`config.mk`:
```
export PLATFORM = sky130hd
export DESIGN_NAME = tcp_reset_responder_unit
export DESIGN_NICKNAME = d
export VERILOG_FILES = /design/src/rtl/core/trr_pkg.sv /design/src/rtl/core/trr_ctrl.sv /design/src/rtl/core/trr_dp.sv /design/src/rtl/core/tcp_reset_responder_unit.sv
export SDC_FILE = /design/constraint.sdc
export NUM_CORES = 1
export LEC_CHECK = 0
export BUFFER_PORTS_ARGS = -buffer_cell sky130_fd_sc_hd__buf_4
export CORE_AREA = 5 5 238 240
export CTS_CLUSTER_SIZE = 20
export DETAILED_ROUTE_END_ITERATION = 10
export DIE_AREA = 0 0 243 245
export PLACE_DENSITY = 0.76
export REMOVE_ABC_BUFFERS = 1
export SYNTH_ARGS = -nofsm -noshare
export SYNTH_HDL_FRONTEND = slang
export SYNTH_SLANG_ARGS = --single-unit
```
`constraint.sdc`:
```
create_clock -name i_clk -period 6.68 [get_ports i_clk]
set_input_delay 0.668 -clock i_clk [delete_from_list [all_inputs] [get_ports i_clk]]
set_output_delay 0.668 -clock i_clk [all_outputs]
set_load 0.02 [all_outputs]
```
`src/rtl/core/trr_pkg.sv`:
```
package trr_pkg;

    // Frame layout and protocol constants.
    localparam int unsigned HDR_BYTES       = 54;
    localparam int unsigned MAX_FRAME_BYTES = 2047;
    localparam int unsigned CNT_W           = 11;
    localparam int unsigned IDX_W           = 6;
    localparam int unsigned SUM_W           = 21;

    localparam logic [15:0] ETH_TYPE_IPV4   = 16'h0800;
    localparam logic [7:0]  PROTO_TCP       = 8'h06;
    localparam logic [7:0]  FLAGS_FIN_ACK   = 8'h11;
    localparam logic [7:0]  FLAGS_RST_ACK   = 8'h14;
    localparam logic [7:0]  TCP_OFFSET_BYTE = 8'h50;
    localparam logic [15:0] IP_TOTAL_LEN    = 16'd40;
    // Protocol number plus TCP length of the pseudo-header.
    localparam logic [15:0] TCP_PSEUDO_SUM  = 16'h001A;
    localparam logic [15:0] FIN_PORT_RESET  = 16'd80;

    // Commands from the controller to the datapath.
    typedef struct packed {
        logic             rx_open;
        logic             calc_ack;
        logic             calc_sum;
        logic             fold;
        logic             fetch;
        logic             load;
        logic [IDX_W-1:0] rd_idx;
    } t_cmd;

    // Status from the datapath to the controller.
    typedef struct packed {
        logic rx_last;
        logic frame_ok;
        logic out_taken;
    } t_sts;

    // Stored header byte that feeds reply byte k.
    function automatic logic [IDX_W-1:0] src_addr(input logic [IDX_W-1:0] k);
        logic [IDX_W-1:0] a;
        a = k;
        if (k <= 6'd5) begin
            a = k + 6'd6;
        end else if (k <= 6'd11) begin
            a = k - 6'd6;
        end else if (k >= 6'd26 && k <= 6'd29) begin
            a = k + 6'd4;
        end else if (k >= 6'd30 && k <= 6'd33) begin
            a = k - 6'd4;
        end else if (k >= 6'd34 && k <= 6'd35) begin
            a = k + 6'd2;
        end else if (k >= 6'd36 && k <= 6'd37) begin
            a = k - 6'd2;
        end else if (k >= 6'd38 && k <= 6'd41) begin
            a = k + 6'd4;
        end
        return a;
    endfunction

endpackage

```
`src/rtl/core/trr_ctrl.sv`:
```
module trr_ctrl
    import trr_pkg::*;
(
    input  logic i_clk,
    input  logic i_rst_n,
    input  t_sts i_sts,
    output t_cmd o_cmd
);

    typedef enum logic [2:0] {
        S_RX, S_ACK, S_SUM, S_FOLD1, S_FOLD2, S_FETCH, S_LOAD, S_HOLD
    } t_state;

    t_state           r_state, n_state;
    logic [IDX_W-1:0] r_k, n_k;

    // Next state and reply byte index.
    always_comb begin
        n_state = r_state;
        n_k     = r_k;
        unique case (r_state)
            S_RX: begin
                if (i_sts.rx_last) n_state = S_ACK;
            end
            S_ACK: begin
                n_state = i_sts.frame_ok ? S_SUM : S_RX;
            end
            S_SUM:   n_state = S_FOLD1;
            S_FOLD1: n_state = S_FOLD2;
            S_FOLD2: begin
                n_state = S_FETCH;
                n_k     = '0;
            end
            S_FETCH: n_state = S_LOAD;
            S_LOAD:  n_state = S_HOLD;
            S_HOLD: begin
                if (i_sts.out_taken) begin
                    if (r_k == IDX_W'(HDR_BYTES - 1)) begin
                        n_state = S_RX;
                    end else begin
                        n_k     = r_k + 1'b1;
                        n_state = S_FETCH;
                    end
                end
            end
            default: n_state = S_RX;
        endcase
    end

    // State and index registers.
    always_ff @(posedge i_clk) begin
        if (!i_rst_n) begin
            r_state <= S_RX;
            r_k     <= '0;
        end else begin
            r_state <= n_state;
            r_k     <= n_k;
        end
    end

    // Commands decoded from the state.
    always_comb begin
        o_cmd          = '0;
        o_cmd.rx_open  = (r_state == S_RX);
        o_cmd.calc_ack = (r_state == S_ACK);
        o_cmd.calc_sum = (r_state == S_SUM);
        o_cmd.fold     = (r_state == S_FOLD1) || (r_state == S_FOLD2);
        o_cmd.fetch    = (r_state == S_FETCH);
        o_cmd.load     = (r_state == S_LOAD);
        o_cmd.rd_idx   = r_k;
    end

endmodule

```
`src/rtl/core/trr_dp.sv`:
```
module trr_dp
    import trr_pkg::*;
(
    input  logic        i_clk,
    input  logic        i_rst_n,
    input  t_cmd        i_cmd,
    output t_sts        o_sts,
    input  logic        i_in_valid,
    output logic        o_in_stall,
    input  logic [7:0]  i_frame_byte,
    input  logic        i_last_byte,
    output logic        o_out_valid,
    input  logic        i_out_stall,
    output logic [7:0]  o_out_byte,
    output logic        o_out_last,
    input  logic        i_cfg_we,
    input  logic [15:0] i_cfg_wdata
);

    logic [7:0]       mem [HDR_BYTES];
    logic [CNT_W-1:0] r_cnt, n_cnt;
    logic [CNT_W-1:0] r_total;
    logic [15:0]      r_fin_port;
    logic [7:0]       r_type_hi, r_type_lo, r_proto;
    logic [15:0]      r_sport, r_dport;
    logic [31:0]      r_seq, r_ack;
    logic [7:0]       r_flags;
    logic [SUM_W-1:0] r_ipsum, r_tcpsum;
    logic [7:0]       r_rdata;
    logic             r_ovalid, r_olast;
    logic [7:0]       r_obyte, n_obyte;
    logic             accept;
    logic [15:0]      word;
    logic             in_ip, in_tcp;
    logic [CNT_W-1:0] payload;
    logic [15:0]      ip_csum, tcp_csum;

    assign accept     = i_in_valid && i_cmd.rx_open;
    assign o_in_stall = !i_cmd.rx_open;
    assign n_cnt      = (r_cnt < CNT_W'(MAX_FRAME_BYTES)) ? r_cnt + 1'b1 : r_cnt;
    assign word       = r_cnt[0] ? {8'h00, i_frame_byte} : {i_frame_byte, 8'h00};

    // Header words that enter each checksum as they arrive.
    assign in_ip  = (r_cnt >= 11'd14) && (r_cnt <= 11'd33) &&
                    (r_cnt != 11'd16) && (r_cnt != 11'd17) &&
                    (r_cnt != 11'd24) && (r_cnt != 11'd25);
    assign in_tcp = ((r_cnt >= 11'd26) && (r_cnt <= 11'd37)) ||
                    ((r_cnt >= 11'd42) && (r_cnt <= 11'd45)) ||
                    (r_cnt == 11'd48) || (r_cnt == 11'd49) ||
                    (r_cnt == 11'd52) || (r_cnt == 11'd53);

    assign payload  = (r_total == CNT_W'(HDR_BYTES)) ? CNT_W'(1) : r_total - CNT_W'(HDR_BYTES);
    assign ip_csum  = ~r_ipsum[15:0];
    assign tcp_csum = ~r_tcpsum[15:0];

    // Header store: written while the first bytes arrive, read one byte at a time.
    always_ff @(posedge i_clk) begin
        if (accept && (r_cnt < CNT_W'(HDR_BYTES))) mem[r_cnt[IDX_W-1:0]] <= i_frame_byte;
        if (i_cmd.fetch) r_rdata <= mem[src_addr(i_cmd.rd_idx)];
    end

    // Byte count and configuration register.
    always_ff @(posedge i_clk) begin
        if (!i_rst_n) begin
            r_cnt      <= '0;
            r_fin_port <= FIN_PORT_RESET;
        end else begin
            if (accept) r_cnt <= i_last_byte ? '0 : n_cnt;
            if (i_cfg_we) r_fin_port <= i_cfg_wdata;
        end
    end

    // Field captures and running checksums during reception, then acknowledge, flags, sums and folds.
    always_ff @(posedge i_clk) begin
        if (accept) begin
            if (i_last_byte) r_total <= n_cnt;
            if (r_cnt == 11'd12) r_type_hi <= i_frame_byte;
            if (r_cnt == 11'd13) r_type_lo <= i_frame_byte;
            if (r_cnt == 11'd23) r_proto <= i_frame_byte;
            if (r_cnt == 11'd34 || r_cnt == 11'd35) r_sport <= {r_sport[7:0], i_frame_byte};
            if (r_cnt == 11'd36 || r_cnt == 11'd37) r_dport <= {r_dport[7:0], i_frame_byte};
            if (r_cnt >= 11'd38 && r_cnt <= 11'd41) r_seq <= {r_seq[23:0], i_frame_byte};
            r_ipsum  <= ((r_cnt == '0) ? '0 : r_ipsum) +
                        (in_ip ? SUM_W'(word) : SUM_W'(0));
            r_tcpsum <= ((r_cnt == '0) ? '0 : r_tcpsum) +
                        (in_tcp ? SUM_W'(word) : SUM_W'(0));
        end else if (i_cmd.calc_ack) begin
            r_ack   <= r_seq + 32'(payload);
            r_flags <= (r_sport == r_fin_port || r_dport == r_fin_port) ?
                       FLAGS_FIN_ACK : FLAGS_RST_ACK;
        end else if (i_cmd.calc_sum) begin
            r_ipsum  <= r_ipsum + SUM_W'(IP_TOTAL_LEN);
            r_tcpsum <= r_tcpsum + SUM_W'(r_ack[31:16]) + SUM_W'(r_ack[15:0]) +
                        SUM_W'({TCP_OFFSET_BYTE, r_flags}) + SUM_W'(TCP_PSEUDO_SUM);
        end else if (i_cmd.fold) begin
            r_ipsum  <= SUM_W'(r_ipsum[15:0]) + SUM_W'(r_ipsum[SUM_W-1:16]);
            r_tcpsum <= SUM_W'(r_tcpsum[15:0]) + SUM_W'(r_tcpsum[SUM_W-1:16]);
        end
    end

    // Reply byte: stored byte or a rewritten field.
    always_comb begin
        unique case (i_cmd.rd_idx)
            6'd16:   n_obyte = IP_TOTAL_LEN[15:8];
            6'd17:   n_obyte = IP_TOTAL_LEN[7:0];
            6'd24:   n_obyte = ip_csum[15:8];
            6'd25:   n_obyte = ip_csum[7:0];
            6'd42:   n_obyte = r_ack[31:24];
            6'd43:   n_obyte = r_ack[23:16];
            6'd44:   n_obyte = r_ack[15:8];
            6'd45:   n_obyte = r_ack[7:0];
            6'd46:   n_obyte = TCP_OFFSET_BYTE;
            6'd47:   n_obyte = r_flags;
            6'd50:   n_obyte = tcp_csum[15:8];
            6'd51:   n_obyte = tcp_csum[7:0];
            default: n_obyte = r_rdata;
        endcase
    end

    // Output register.
    always_ff @(posedge i_clk) begin
        if (!i_rst_n) begin
            r_ovalid <= 1'b0;
        end else if (i_cmd.load) begin
            r_ovalid <= 1'b1;
        end else if (r_ovalid && !i_out_stall) begin
            r_ovalid <= 1'b0;
        end
        if (i_cmd.load) begin
            r_obyte <= n_obyte;
            r_olast <= (i_cmd.rd_idx == IDX_W'(HDR_BYTES - 1));
        end
    end

    assign o_out_valid = r_ovalid;
    assign o_out_byte  = r_obyte;
    assign o_out_last  = r_olast;

    assign o_sts.rx_last   = accept && i_last_byte;
    assign o_sts.frame_ok  = (r_total >= CNT_W'(HDR_BYTES)) &&
                             ({r_type_hi, r_type_lo} == ETH_TYPE_IPV4) &&
                             (r_proto == PROTO_TCP);
    assign o_sts.out_taken = r_ovalid && !i_out_stall;

endmodule

```
`src/rtl/core/tcp_reset_responder_unit.sv`:
```
// Channel   Direction  Handshake                 Word
// input     in         i_in_valid / o_in_stall   i_frame_byte, i_last_byte
// output    out        o_out_valid / i_out_stall o_out_byte, o_out_last
// config    in         i_cfg_we                  i_cfg_wdata (fin_port)
//
// Frame bytes are taken one per cycle while the block is receiving.
// After the last byte the block computes the acknowledge and checksum sums
// and folds them, then sends each reply byte (header store read, load, hand-over).
// The reply for a valid frame is 54 words; input stalls until it has gone.
// Reset is synchronous; the header store is not cleared.
module tcp_reset_responder_unit
    import trr_pkg::*;
(
    input  logic        i_clk,
    input  logic        i_rst_n,
    input  logic        i_in_valid,
    output logic        o_in_stall,
    input  logic [7:0]  i_frame_byte,
    input  logic        i_last_byte,
    output logic        o_out_valid,
    input  logic        i_out_stall,
    output logic [7:0]  o_out_byte,
    output logic        o_out_last,
    input  logic        i_cfg_we,
    input  logic [15:0] i_cfg_wdata
);

    t_cmd cmd;
    t_sts sts;

    // Sequencer.
    trr_ctrl u_ctrl (
        .i_clk   (i_clk),
        .i_rst_n (i_rst_n),
        .i_sts   (sts),
        .o_cmd   (cmd)
    );

    // Header store, sums and output register.
    trr_dp u_dp (
        .i_clk        (i_clk),
        .i_rst_n      (i_rst_n),
        .i_cmd        (cmd),
        .o_sts        (sts),
        .i_in_valid   (i_in_valid),
        .o_in_stall   (o_in_stall),
        .i_frame_byte (i_frame_byte),
        .i_last_byte  (i_last_byte),
        .o_out_valid  (o_out_valid),
        .i_out_stall  (i_out_stall),
        .o_out_byte   (o_out_byte),
        .o_out_last   (o_out_last),
        .i_cfg_we     (i_cfg_we),
        .i_cfg_wdata  (i_cfg_wdata)
    );

`ifndef SYNTHESIS
    // A reply word is never offered while frame bytes are being taken.
    a_no_overlap: assert property (@(posedge i_clk) disable iff (!i_rst_n)
        o_out_valid |-> o_in_stall) else $error("reply offered while receiving");

    // The final reply word ends the reply.
    a_last_ends: assert property (@(posedge i_clk) disable iff (!i_rst_n)
        (o_out_valid && !i_out_stall && o_out_last) |=> !o_out_valid)
        else $error("reply continues after last word");

    // Within a frame the block keeps receiving.
    a_rx_open: assert property (@(posedge i_clk) disable iff (!i_rst_n)
        (i_in_valid && !o_in_stall && !i_last_byte) |=> !o_in_stall)
        else $error("input stalled inside a frame");
`endif

endmodule

```
After elaboration in Yosys (flattened, before gate mapping). Memories as Yosys holds them, arrays and structs flattened. A register that Yosys moved wholly into a read port is not among the register bits. Index checks and enable logic that the tools add are counted.

Register bits: 227. Bits in writable memories: 432. Input port bits: 30. Word-level logic and storage cells: 192. Memories: 1.

Memory list: u_dp.mem (depth 54, width 8, read ports 1, clocked after memory_dff 1, write ports 1, RTL line trr_dp.sv:20) `logic [7:0] mem [HDR_BYTES];`.

Add/subtract/negate cells: 19. Magnitude comparators: 23. Eq/ne operators: 44. Muxes and demuxes: 38. Bitwise operators: 3. Reduce and logical (&&, ||, !) cells: 46.

Operators with widths (count): 2-to-1 mux 21 bit (10); == test 11 x 6 -> 1 bit, second input constant (9); one-hot mux 8 bit (12 select lines) (1); 2-to-1 mux 6 bit (10); == test 6 bit, second input constant (9); 2-to-1 mux 16 bit (3); less-or-equal comparator 11 x 6 -> 1 bit, second input constant (4); != test 11 x 5 -> 1 bit, second input constant (4); adder 21 x 16 -> 21 bit (2); adder 21 bit (2); adder 16 x 5 -> 17 bit (2); >= comparator 11 x 6 -> 1 bit, second input constant (3); 2-to-1 mux 11 bit (3); adder 32 x 11 -> 32 bit (1); == test 16 bit (2); inverter 16 bit (2); == test 6 x 5 -> 1 bit, second input constant (4); less-or-equal comparator 6 bit, second input constant (4); one-hot mux 3 bit (8 select lines) (1); == test 11 x 4 -> 1 bit, second input constant (2); adder 21 x 15 -> 21 bit (1); adder 21 x 5 -> 21 bit, second input constant (1); adder 21 x 6 -> 21 bit, second input constant (1); AND reduction 2 bit (10); 37 further kinds (82).

Longest topological paths before layout. Gate-level depths: netlist of the first run.

Depth after elaboration: 10. Depth in mapped cells: 25.

By module. From an unflattened synthesis of the first run, not the netlist that was laid out.

Cell total of the unflattened synthesis: 2401. Area, all modules: 32287.2 um2.

Modules (own cells, without submodules): trr_dp (instances 1, cells each 2326, area each 31684.1 um2); trr_ctrl (instances 1, cells each 75, area each 603.1 um2).

Worst setup path after synthesis of the first run. OpenSTA, ideal clock, no wires.

Path type: register -> register. Start: reg u_ctrl.r_k[0]. End: reg u_dp.r_rdata[5], read port of u_dp.mem (data pin). Setup time: 0.263 ns. Data arrival time: 4.549 ns. Required time: 6.417 ns. Path slack: 1.868 ns. Stages on the path, launching flop included: 21. Period minus slack after synthesis: 4.812 ns. Cells stage by stage: dfxtp_1 > buf_6 > inv_1 > clkbuf_1 > clkbuf_1 > clkbuf_1 > ha_1 > nor2b_1 > o21ai_1 > nand2_1 > a31oi_1 > nor3_1 > or4_1 > buf_2 > buf_2 > buf_2 > mux4_2 > nor3_1 > a21oi_1 > o21ai_0 > o21ai_0.

Cells in the longest elaborated chain, start to end: 10. Elaborated cells between the ends (all ways): 31. Those cells by class: add/sub: 6; order compare: 12; mux: 8; reduce/logical: 5.

RTL lines: start, declared (RTL line trr_ctrl.sv:15) `logic [IDX_W-1:0] r_k, n_k;`; start signal, assigned (RTL line trr_ctrl.sv:57) `r_k <= n_k;`; >= comparator 6 bit / less-or-equal comparator 6 bit (equally long branches) (RTL line trr_pkg.sv:54) `end else if (k >= 6'd38 && k <= 6'd41) begin`; logical AND 1 bit (RTL line trr_pkg.sv:54); 2-to-1 mux 6 bit (RTL line trr_pkg.sv:54); 2-to-1 mux 6 bit (RTL line trr_pkg.sv:52) `end else if (k >= 6'd36 && k <= 6'd37) begin`; 2-to-1 mux 6 bit (RTL line trr_pkg.sv:50) `end else if (k >= 6'd34 && k <= 6'd35) begin`; 2-to-1 mux 6 bit (RTL line trr_pkg.sv:48) `end else if (k >= 6'd30 && k <= 6'd33) begin`; 2-to-1 mux 6 bit (RTL line trr_pkg.sv:46) `end else if (k >= 6'd26 && k <= 6'd29) begin`; 2-to-1 mux 6 bit (RTL line trr_pkg.sv:44) `end else if (k <= 6'd11) begin`; 2-to-1 mux 6 bit * (RTL line trr_pkg.sv:42) `if (k <= 6'd5) begin`; 2-to-1 mux 6 bit * (RTL line trr_dp.sv:59) `if (i_cmd.fetch) r_rdata <= mem[src_addr(i_cmd.rd_idx)];`; end, declared (RTL line trr_dp.sv:29) `logic [7:0] r_rdata;`.

Every way passes the cells marked *; elsewhere a longest branch is shown, timed or not. The select of a mux whose other input is x is not followed. A chain may end at the register's enable or synchronous reset.

Worst setup path after layout of the first run.
Start: reg u_dp.r_cnt[6]. End: reg u_dp.r_tcpsum[20] (data pin).

Cells in the longest elaborated chain, start to end: 10. Elaborated cells between the ends (all ways): 20. Those cells by class: add/sub: 1; order compare: 4; eq/ne: 4; mux: 3; reduce/logical: 8.

RTL lines: start, declared (RTL line trr_dp.sv:21) `logic [CNT_W-1:0] r_cnt, n_cnt;`; start signal, assigned (RTL line trr_dp.sv:68) `if (accept) r_cnt <= i_last_byte ? '0 : n_cnt;`; >= comparator 11 x 5 -> 1 bit (tied with other cells) (RTL line trr_dp.sv:47) `assign in_tcp = ((r_cnt >= 11'd26) && (r_cnt <= 11'd37)) ||`; logical AND 1 bit (on tied branches) (RTL line trr_dp.sv:47, trr_dp.sv:48); logical OR 1 bit (RTL line trr_dp.sv:47); logical OR 1 bit (RTL line trr_dp.sv:48) `((r_cnt >= 11'd42) && (r_cnt <= 11'd45)) ||`; logical OR 1 bit (2 in a row) (RTL line trr_dp.sv:49) `(r_cnt == 11'd48) || (r_cnt == 11'd49) ||`; logical OR 1 bit (RTL line trr_dp.sv:50) `(r_cnt == 11'd52) || (r_cnt == 11'd53);`; 2-to-1 mux 16 bit (RTL line trr_dp.sv:86) `(in_tcp ? SUM_W'(word) : SUM_W'(0));`; adder 21 bit * (RTL line trr_dp.sv:85) `r_tcpsum <= ((r_cnt == '0) ? '0 : r_tcpsum) +`; 2-to-1 mux 21 bit * (RTL line trr_dp.sv:75) `if (accept) begin`; end signal, assigned (RTL line trr_dp.sv:85); end signal, assigned (RTL line trr_dp.sv:93) `r_tcpsum <= r_tcpsum + SUM_W'(r_ack[31:16]) + SUM_W'(r_ack[15:0]) +`; end signal, assigned (RTL line trr_dp.sv:97) `r_tcpsum <= SUM_W'(r_tcpsum[15:0]) + SUM_W'(r_tcpsum[SUM_W-1:16]);`; end, declared (RTL line trr_dp.sv:28) `logic [SUM_W-1:0] r_ipsum, r_tcpsum;`.

Every way passes the cells marked *; elsewhere a longest branch is shown, timed or not.

==> metrics.cfg, run 1 <==
[critical_path]
path_buf_inv = 1
cp_slowest_stage_delay_ns = 0.64
critPathMaxFanout = 21
end_kind = register
worst-setup-path-type = reg -> reg
slowest_stage = nand4_1
worstPathRequired_ns = 7.13
critPathTopFamily = compound AO/OA/AOI/OAI gates
critPathLaunchType = register
cpMostUsedCell = o21ai_0
cp.arrival_ns = 5.99
path_cells = or4_1, nor2_1, nand4_1, buf_4, and2_1, ha_1, nor2b_1, o21ai_0, a21boi_0, o21ai_0, o21ai_0, a41oi_1, a22oi_1, a21oi_1, a211oi_1, mux2_2, o22ai_1

[floorplan]
core_region_area_um2 = 54400
die_y_um = 245
start_util = 0.591
io_pins = 41
die_x_um = 243
rows = 86
die_area_um2 = 59500

[routing]
wire_per_inst_um = 25.6
postRouteAntennaNets = 0
drt_iter0_drc = 2217
vias = 20600
via_per_inst = 6.46
first_pass_iters = 6
wirelength_um = 81600
drcViolationCount = 0

[placed_design]
gp_congestion = 0.942
portBuffers = 40
hpwl_um = 53500
placed_cells = 3067
dp_worst_setup_slack_ns = 1.28

[cells_and_area]
finalNetCount = 2592
stdcell_count = 3191
layout_commonest_cell = edfxtp_1
drive_gt1_frac = 0.123
diodes = 0
fillCellCount = 3824
area_growth_pct = 10.1
layout.cells.most_common_list = edfxtp_1, nor2_1, nand2_1

[timing]
fin_crit_sh = 0.829
report.final.setup_viol = 0
skew_ns = 0.0278
fmax_mhz = 181
slew_violations = 0
fin_tns_setup_ns = 0
hold_viol = 0
setup_ws_ns = 1.14
tightest_slew_ns = 1.29
relSlewSlack = 0.134
fin_crit_ns = 5.54
grt_setup_unrepaired = no

[synthesis]
syn-cell-area_um2 = 32200
avgSynthCellArea_um2 = 13.3
synth_edf_count = 624
ys_types = 80
ys.flop_type = edfxtp_1
yosys_warnings = 0
syn_inst = 2413
ys_seq_area_frac = 0.605
synth_seq_cells = 661
async_flop_share = 0

[power]
vdd_drop_max_v = 0.000308
p_per_area_nw_per_um2 = 260
p_leak_uw = 0.0123

[global_route]
grt.total_usage = 0.271
grt_pass1_wl_um = 124000
grt_pass1_vias = 20700
grt_max_degree = 70
antenna_found_initial = 2
overflow = 0

[cts]
cts_setup_buffers = 0
worstSkewPairLatency_ns = 0.61
cts.sink_count = 661
cts-resized-gates = 0
clk_pin_slew_ns = 0.06
clk_path_buf_depth = 3
ctsHoldBuffers = 0
numCtsBuffers = 68
cts_root_buffer = clkbuf_16
h-tree-depth = 3
cts_tree = done

[outcome]
status = finished clean

[worst_hold_path]
holdCritPathClass = in -> reg

[flow_run]
drv_cap = 0

-- per-stage QoR --
stage / utilization / cell area [um2] / hold slack (ns) / power [uW]
finish: 0.650 / 35400 / 0.272 / 9190
global route: 0.650 / 35400 / 0.280 / 9490
CTS: 0.650 / 35400 / 0.237 / 9240
detailed placement: 0.608 / 33100 / 0.453 / 5360
global placement: 0.608 / 33100 / 0.438 / 5340
floorplan: - / 31700 / 0.426 / 5120
-- final cells by class --
cell class | instances | area [um2] | area share
flip-flops and latches | 661 | 19500 | 0.550
inverters | 96 | 360 | 0.0102
multi-input cells | 1541 | 11900 | 0.336
repair buffers | 65 | 488 | 0.0138
clock buffers | 79 | 1830 | 0.0516
clock inverters | 45 | 457 | 0.0129
well taps | 704 | 881 | 0.0249
-- worst register-to-register path: cells and delay by family, from the launching register on --
family                     cells  cell delay [ns]
AOI/OAI and AO/OA              9             2.03
buffers and inverters          1             0.46
and+or+nand+nor                5             1.85
muxes                          1             0.37
DFF                            1             0.39
adders and majority gates      1             0.32
-- worst paths after layout --
kind                  start                  to  slack, ns  depth (start not counted)
max           u_dp.r_cnt[6]   u_dp.r_tcpsum[20]       1.14                         17
min reg2reg   u_dp.r_seq[9]      u_dp.r_seq[17]       0.46                          0
min          i_cfg_wdata[4]  u_dp.r_fin_port[4]       0.27                          3
max reg2reg   u_dp.r_cnt[6]   u_dp.r_tcpsum[20]       1.14                         17
-- cell families after synthesis --
group / after synthesis / synth area share
AOI/OAI and AO/OA: 437 / 0.0885
xor gates and xnor gates: 145 / 0.0395
adders and majority gates: 129 / 0.0555
buffers and inverters: 211 / 0.0264
DFF: 661 / 0.605
muxes: 142 / 0.0803
and+or+nand+nor: 688 / 0.104
-- sequential cells by signal (all words and copies together) (netlist names), 11 cells and up --
register         count
u_dp.mem           432
u_dp.r_seq          32
u_dp.r_sport        16
u_dp.r_ack          32
u_dp.r_total        11
u_dp.r_ipsum        21
u_dp.r_dport        16
u_dp.r_fin_port     16
u_dp.r_tcpsum       21
u_dp.r_cnt          11
-- synthesized netlist by cell type (15+ instances only) --
| master | instances | area (um2) |
|---|---|---|
| nand2b_1 | 22 | 138 |
| buf_2 | 16 | 80.1 |
| mux2i_1 | 41 | 410 |
| fa_1 | 23 | 460 |
| ha_1 | 106 | 1330 |
| a21o_1 | 17 | 128 |
| inv_1 | 96 | 360 |
| and2_1 | 45 | 282 |
| mux4_2 | 92 | 2070 |
| o21ai_0 | 108 | 541 |
| nand4_1 | 15 | 93.8 |
| dfxtp_1 | 37 | 741 |
| xor2_1 | 68 | 596 |
| nor3_1 | 49 | 245 |
| a31oi_1 | 18 | 113 |
| a21oi_1 | 85 | 425 |
| clkbuf_1 | 85 | 319 |
| xnor2_1 | 77 | 674 |
| o211ai_1 | 33 | 248 |
| nand2_1 | 134 | 503 |
| nor2b_1 | 46 | 288 |
| o22ai_1 | 27 | 169 |
| edfxtp_1 | 624 | 18700 |
| a211oi_1 | 23 | 173 |
| a22oi_1 | 19 | 143 |
| nor2_1 | 209 | 785 |
| nand3_1 | 63 | 315 |
| nor4_1 | 17 | 106 |
| or3_1 | 20 | 125 |
| and3_1 | 29 | 181 |
-- report_power, final --
part	total [uW]	leakage [uW]	switching, uW	internal (uW)
combinational	631	0.00518	388	242
clock	3900	0.00112	1620	2280
sequential	4660	0.00597	79.7	4580
total	9190	0.0123	2090	7110
-- layer usage --
| layer | track usage | share of wire | up-vias |
|---|---|---|---|
| met3 | 0.0524 | 0.081 | 215 |
| met4 | 0.118 | 0.046 | 4 |
| li1 | - | - | 9207 |
| met1 | 0.352 | 0.38 | 10200 |
| met5 | 0 | 0.00029 | - |
| met2 | 0.452 | 0.49 | 987 |
(Power assumes the default switching activity.)
==> inputs of run 2 (changes only) <==
CORE_AREA = 5 5 244 246   (was 5 5 238 240)
DIE_AREA = 0 0 249 251   (was 0 0 243 245)
clock period = 4.5 ns   (was 6.68 ns; I/O delays follow)
==> metrics.cfg, run 2 (synthesized netlist as in run 1, its figures left out) <==
[flow_run]
drv_cap = 0

[cts]
ctsHoldBuffers = 0
cts_root_buffer = clkbuf_16
cts_tree = done
clk_pin_slew_ns = 0.06
cts.sink_count = 661
worstSkewPairLatency_ns = 0.61
h-tree-depth = 3
numCtsBuffers = 70
clk_path_buf_depth = 3

[timing]
report.final.setup_viol = 0
fin_crit_ns = 4.39
fmax_mhz = 228
slew_violations = 0
fin_tns_setup_ns = 0
relSlewSlack = 0.313
tightest_slew_ns = 1.03
hold_viol = 0
setup_ws_ns = 0.107
grt_setup_unrepaired = yes
skew_ns = 0.0198
fin_crit_sh = 0.976

[floorplan]
die_area_um2 = 62500
start_util = 0.563
io_pins = 41
rows = 88
core_region_area_um2 = 57100
die_y_um = 251
die_x_um = 249

[critical_path]
critPathMaxFanout = 14
critPathLaunchType = register
worst-setup-path-type = reg -> reg
startpoint = u_ctrl.r_k[3]
worstPathRequired_ns = 4.85
cp_slowest_stage_delay_ns = 0.68
path_cells = inv_1, ha_1, nor2b_1, o21ai_1, and2_1, a221oi_1, a211oi_4, or4_4, buf_4, mux4_2, o22ai_1, o21ai_0, nand2b_1, a32oi_1
r2r_start = u_ctrl.r_k[3]
end_kind = register
cp.arrival_ns = 4.75
slowest_stage = or4_4

[global_route]
grt.total_usage = 0.257
overflow = 0
grt_max_degree = 64
grt_pass1_wl_um = 124000
grt_pass1_vias = 20900
antenna_found_initial = 2

[routing]
drt_iter0_drc = 2212
wire_per_inst_um = 24.7
via_per_inst = 6.32
first_pass_iters = 5
vias = 21200
wirelength_um = 82600
postRouteAntennaNets = 0
drcViolationCount = 0

[cells_and_area]
area_growth_pct = 13.1
post-route-util = 0.637
layout.cells.most_common_list = edfxtp_1, nor2_1, buf_4
design_area_um2 = 36400
finalNetCount = 2683
layout_commonest_cell = edfxtp_1
largest_reg_flops = 432
drive_gt1_frac = 0.169

[power]
vdd_drop_max_v = 0.000524
power_frac_comb = 0.074
sw_frac_of_total = 0.229
clockPowerShare = 0.422
p_per_area_nw_per_um2 = 377
finalPower_uw = 13700
p_leak_uw = 0.0127
p_switching_uw = 3130
p_int_uw = 10600
power_frac_seq = 0.504

[placed_design]
dp_worst_setup_slack_ns = -0.206
gp_congestion = 0.957
portBuffers = 40
placed_area_um2 = 33800
hpwl_um = 56200

[outcome]
status = finished clean

[worst_hold_path]
min_from = i_cfg_wdata[6]
holdCritPathClass = in -> reg

## run 2: critical path, delay by kind of cell, from the launching register on
family	cells	cell delay, ns
compound gates	6	1.56
fa+ha+maj	1	0.28
buf+inv	2	0.51
flops	1	0.34
mux	1	0.26
simple gates	4	1.20
## run 2: worst paths after layout
path         depth (start not counted)                  to  slack, ns
min reg2reg                          0      u_dp.r_seq[29]       0.46
max                                 14     u_dp.r_rdata[4]       0.11
max reg2reg                         14     u_dp.r_rdata[4]       0.11
min                                  3  u_dp.r_fin_port[6]       0.06
## run 2: power by group through the flow
stage               logic [uW]  registers [uW]  clock network, uW
floorplan                  612            6990                  0
global placement           928            7030                  0
detailed placement         966            7030                  0
CTS                        980            6900               5850
global route              1120            6900               6120
finish                    1020            6900               5780
## run 2: cell type report
| cell class | count | area [um2] |
|---|---|---|
| Fill cell | 4071 | 20800 |
| Clock buffer | 88 | 1850 |
| Timing Repair Buffer | 153 | 1170 |
| Sequential cell | 661 | 19500 |
| Antenna cell | 1 | 2.50 |
| Inverter | 96 | 360 |
| Tap cell | 765 | 957 |
| Multi-Input combinational cell | 1542 | 12100 |
| Clock inverter | 41 | 445 |
## run 2: what timing repair did
action / CTS / global route
setup buffers: 1 / 11
pin swaps: 3 / 23
gates cloned: 0 / 1
resized for setup: 8 / 57
setup endpoints to repair: 6 / 32
## run 2: metal layers
metal  vias up  global-route usage  wire (um)
met5         -                   0         13
met4         2               0.110       3680
met3       226              0.0479       6840
met2      1057               0.431      40500
met1     10500               0.335      31600
li1       9390                   -          -
## run 2: per-stage QoR
step                      std cells  hold slack [ns]
after floorplan                2298            0.426
after global placement         3204            0.442
after detailed placement       3204            0.442
after CTS                      3334           0.0284
after global routing           3346           0.0660
final                          3347           0.0592
==> inputs of run 3 (changes only) <==
CAP_MARGIN = 25   (was default)
CORE_AREA = 5 5 240 242   (was 5 5 244 246)
CTS_BUF_LIST = sky130_fd_sc_hd__clkbuf_4   (was default)
DIE_AREA = 0 0 245 247   (was 0 0 249 251)
PLACE_DENSITY = 0.78   (was 0.76)
==> metrics.cfg, run 3 (synthesized netlist as in run 1, its figures left out) <==
[critical_path]
worstPathRequired_ns = 5.23
worst-setup-path-type = reg -> reg
path_cells = inv_1, ha_1, nand2_1, a211o_1, nor2_1, or3_1, a211oi_1, or4_4, buf_4, mux4_2, nor2_1, or3_1, nand2b_1, a32oi_1
cp_slowest_stage_delay_ns = 0.67
path_buf_inv = 2
critPathTopFamily = simple AND/OR/NAND/NOR gates
cp.arrival_ns = 5.05
end_kind = register
critPathMaxFanout = 12
slowest_stage = or4_4
critPathLaunchType = register

[placed_design]
placed_area_um2 = 33700
gp_congestion = 0.962
dp_worst_setup_slack_ns = -0.189
portBuffers = 40
hpwl_um = 56500

[cts]
clk_path_buf_depth = 3
clk_pin_slew_ns = 0.07
cts.sink_count = 661
cts_tree = done
cts_root_buffer = clkbuf_4
h-tree-depth = 4
worstSkewPairLatency_ns = 1.01
numCtsBuffers = 165

[cells_and_area]
layout_commonest_cell = edfxtp_1
largest_reg_flops = 432
fillCellCount = 3821
multiInputGateArea_um2 = 12100
regArea_um2 = 19500
design_area_um2 = 36500
drive_gt1_frac = 0.200
post-route-util = 0.666
area_growth_pct = 13.5
layout.cells.most_common_list = edfxtp_1, clkbuf_4, nor2_1
finalNetCount = 2814

[global_route]
grt_pass1_vias = 22200
overflow = 0
antenna_found_initial = 4
grt_max_degree = 94
grt_pass1_wl_um = 131000
grt.total_usage = 0.284

[floorplan]
die_y_um = 247
io_pins = 41
rows = 86
die_x_um = 245
core_region_area_um2 = 54900
die_area_um2 = 60500
start_util = 0.586

[timing]
setup_ws_ns = 0.181
fin_crit_ns = 4.32
skew_ns = 0.0910
tightest_slew_ns = 0.945
fin_crit_sh = 0.960
relSlewSlack = 0.369
slew_violations = 0
fmax_mhz = 232
hold_viol = 0
report.final.setup_viol = 0

[routing]
wire_per_inst_um = 24.5
postRouteAntennaNets = 0
vias = 21900
drt_iter0_drc = 2214
drcViolationCount = 0
first_pass_iters = 6
wirelength_um = 85300
via_per_inst = 6.28

[power]
vdd_drop_max_v = 0.000325
p_per_area_nw_per_um2 = 358
p_leak_uw = 0.0130
finalPower_uw = 13100

[worst_hold_path]
holdCritPathClass = in -> reg

[flow_run]
drv_cap = 0

[outcome]
status = finished clean

-- run 3: cell count changes in the layout (fill, tap and decap cells not counted), sizes merged --
cell,change
buf,-16
bufinv,-2
clkbuf,+137
clkinv,+22
clkinvlp,-1
diode,+3
dlygate4sd3,+53
inv,+1
or4,-1
-- run 3: worst paths after layout --
kind	from	to	slack, ns	cells after the start
worst min-delay path	i_frame_byte[0]	u_dp.mem[42][0]	0.15	2
worst max-delay path	u_ctrl.r_k[2]	u_dp.r_rdata[0]	0.18	14
worst max register to register	u_ctrl.r_k[2]	u_dp.r_rdata[0]	0.18	14
worst min register to register	u_dp.r_seq[9]	u_dp.r_seq[17]	0.47	0
-- run 3: cell type report --
type | instances | share of cell area
Antenna cell | 4 | 0.000274
Multi-Input combinational cell | 1541 | 0.330
Sequential cell | 661 | 0.534
Clock buffer | 225 | 0.0463
Timing Repair Buffer | 190 | 0.0447
Tap cell | 704 | 0.0241
Clock inverter | 61 | 0.0112
Inverter | 96 | 0.00987
-- run 3: per-layer routing --
metal	GRT usage	wire length [um]	up-vias
met3	0.0602	6580	218
met2	0.480	42500	1044
met4	0.116	3420	4
li1	-	-	9736
met1	0.361	32800	10900
met5	0	30	-
-- run 3: worst register-to-register path: cells and delay by family, from the launching register on --
family,cells,cell delay [ns]
compound gates,3,0.74
simple gates,7,1.87
buf+inv,2,0.48
fa+ha+maj,1,0.44
flops,1,0.31
mux,1,0.26
-- run 3: power breakdown --
part	internal, uW	switching [uW]
registers	6800	113
logic	446	637
clock network	2620	2450
-- run 3: metrics by stage --
step / hold slack [ns] / std cells / setup TNS [ns]
floorplan: 0.426 / 2298 / -81.45
finish: 0.148 / 3482 / 0
global route: 0.0735 / 3480 / -0.0893
global placement: 0.441 / 3137 / 0
CTS: 0.0456 / 3477 / 0
detailed placement: 0.445 / 3138 / -0.558
-- run 3: what timing repair did --
| action | CTS | global route |
|---|---|---|
| setup buffers | 0 | 1 |
| resized for setup | 8 | 45 |
| endpoints found under the setup margin | 7 | 29 |
| pin swaps | 1 | 15 |
| endpoints found under the hold margin | 38 | 0 |
| hold buffers | 53 | 0 |
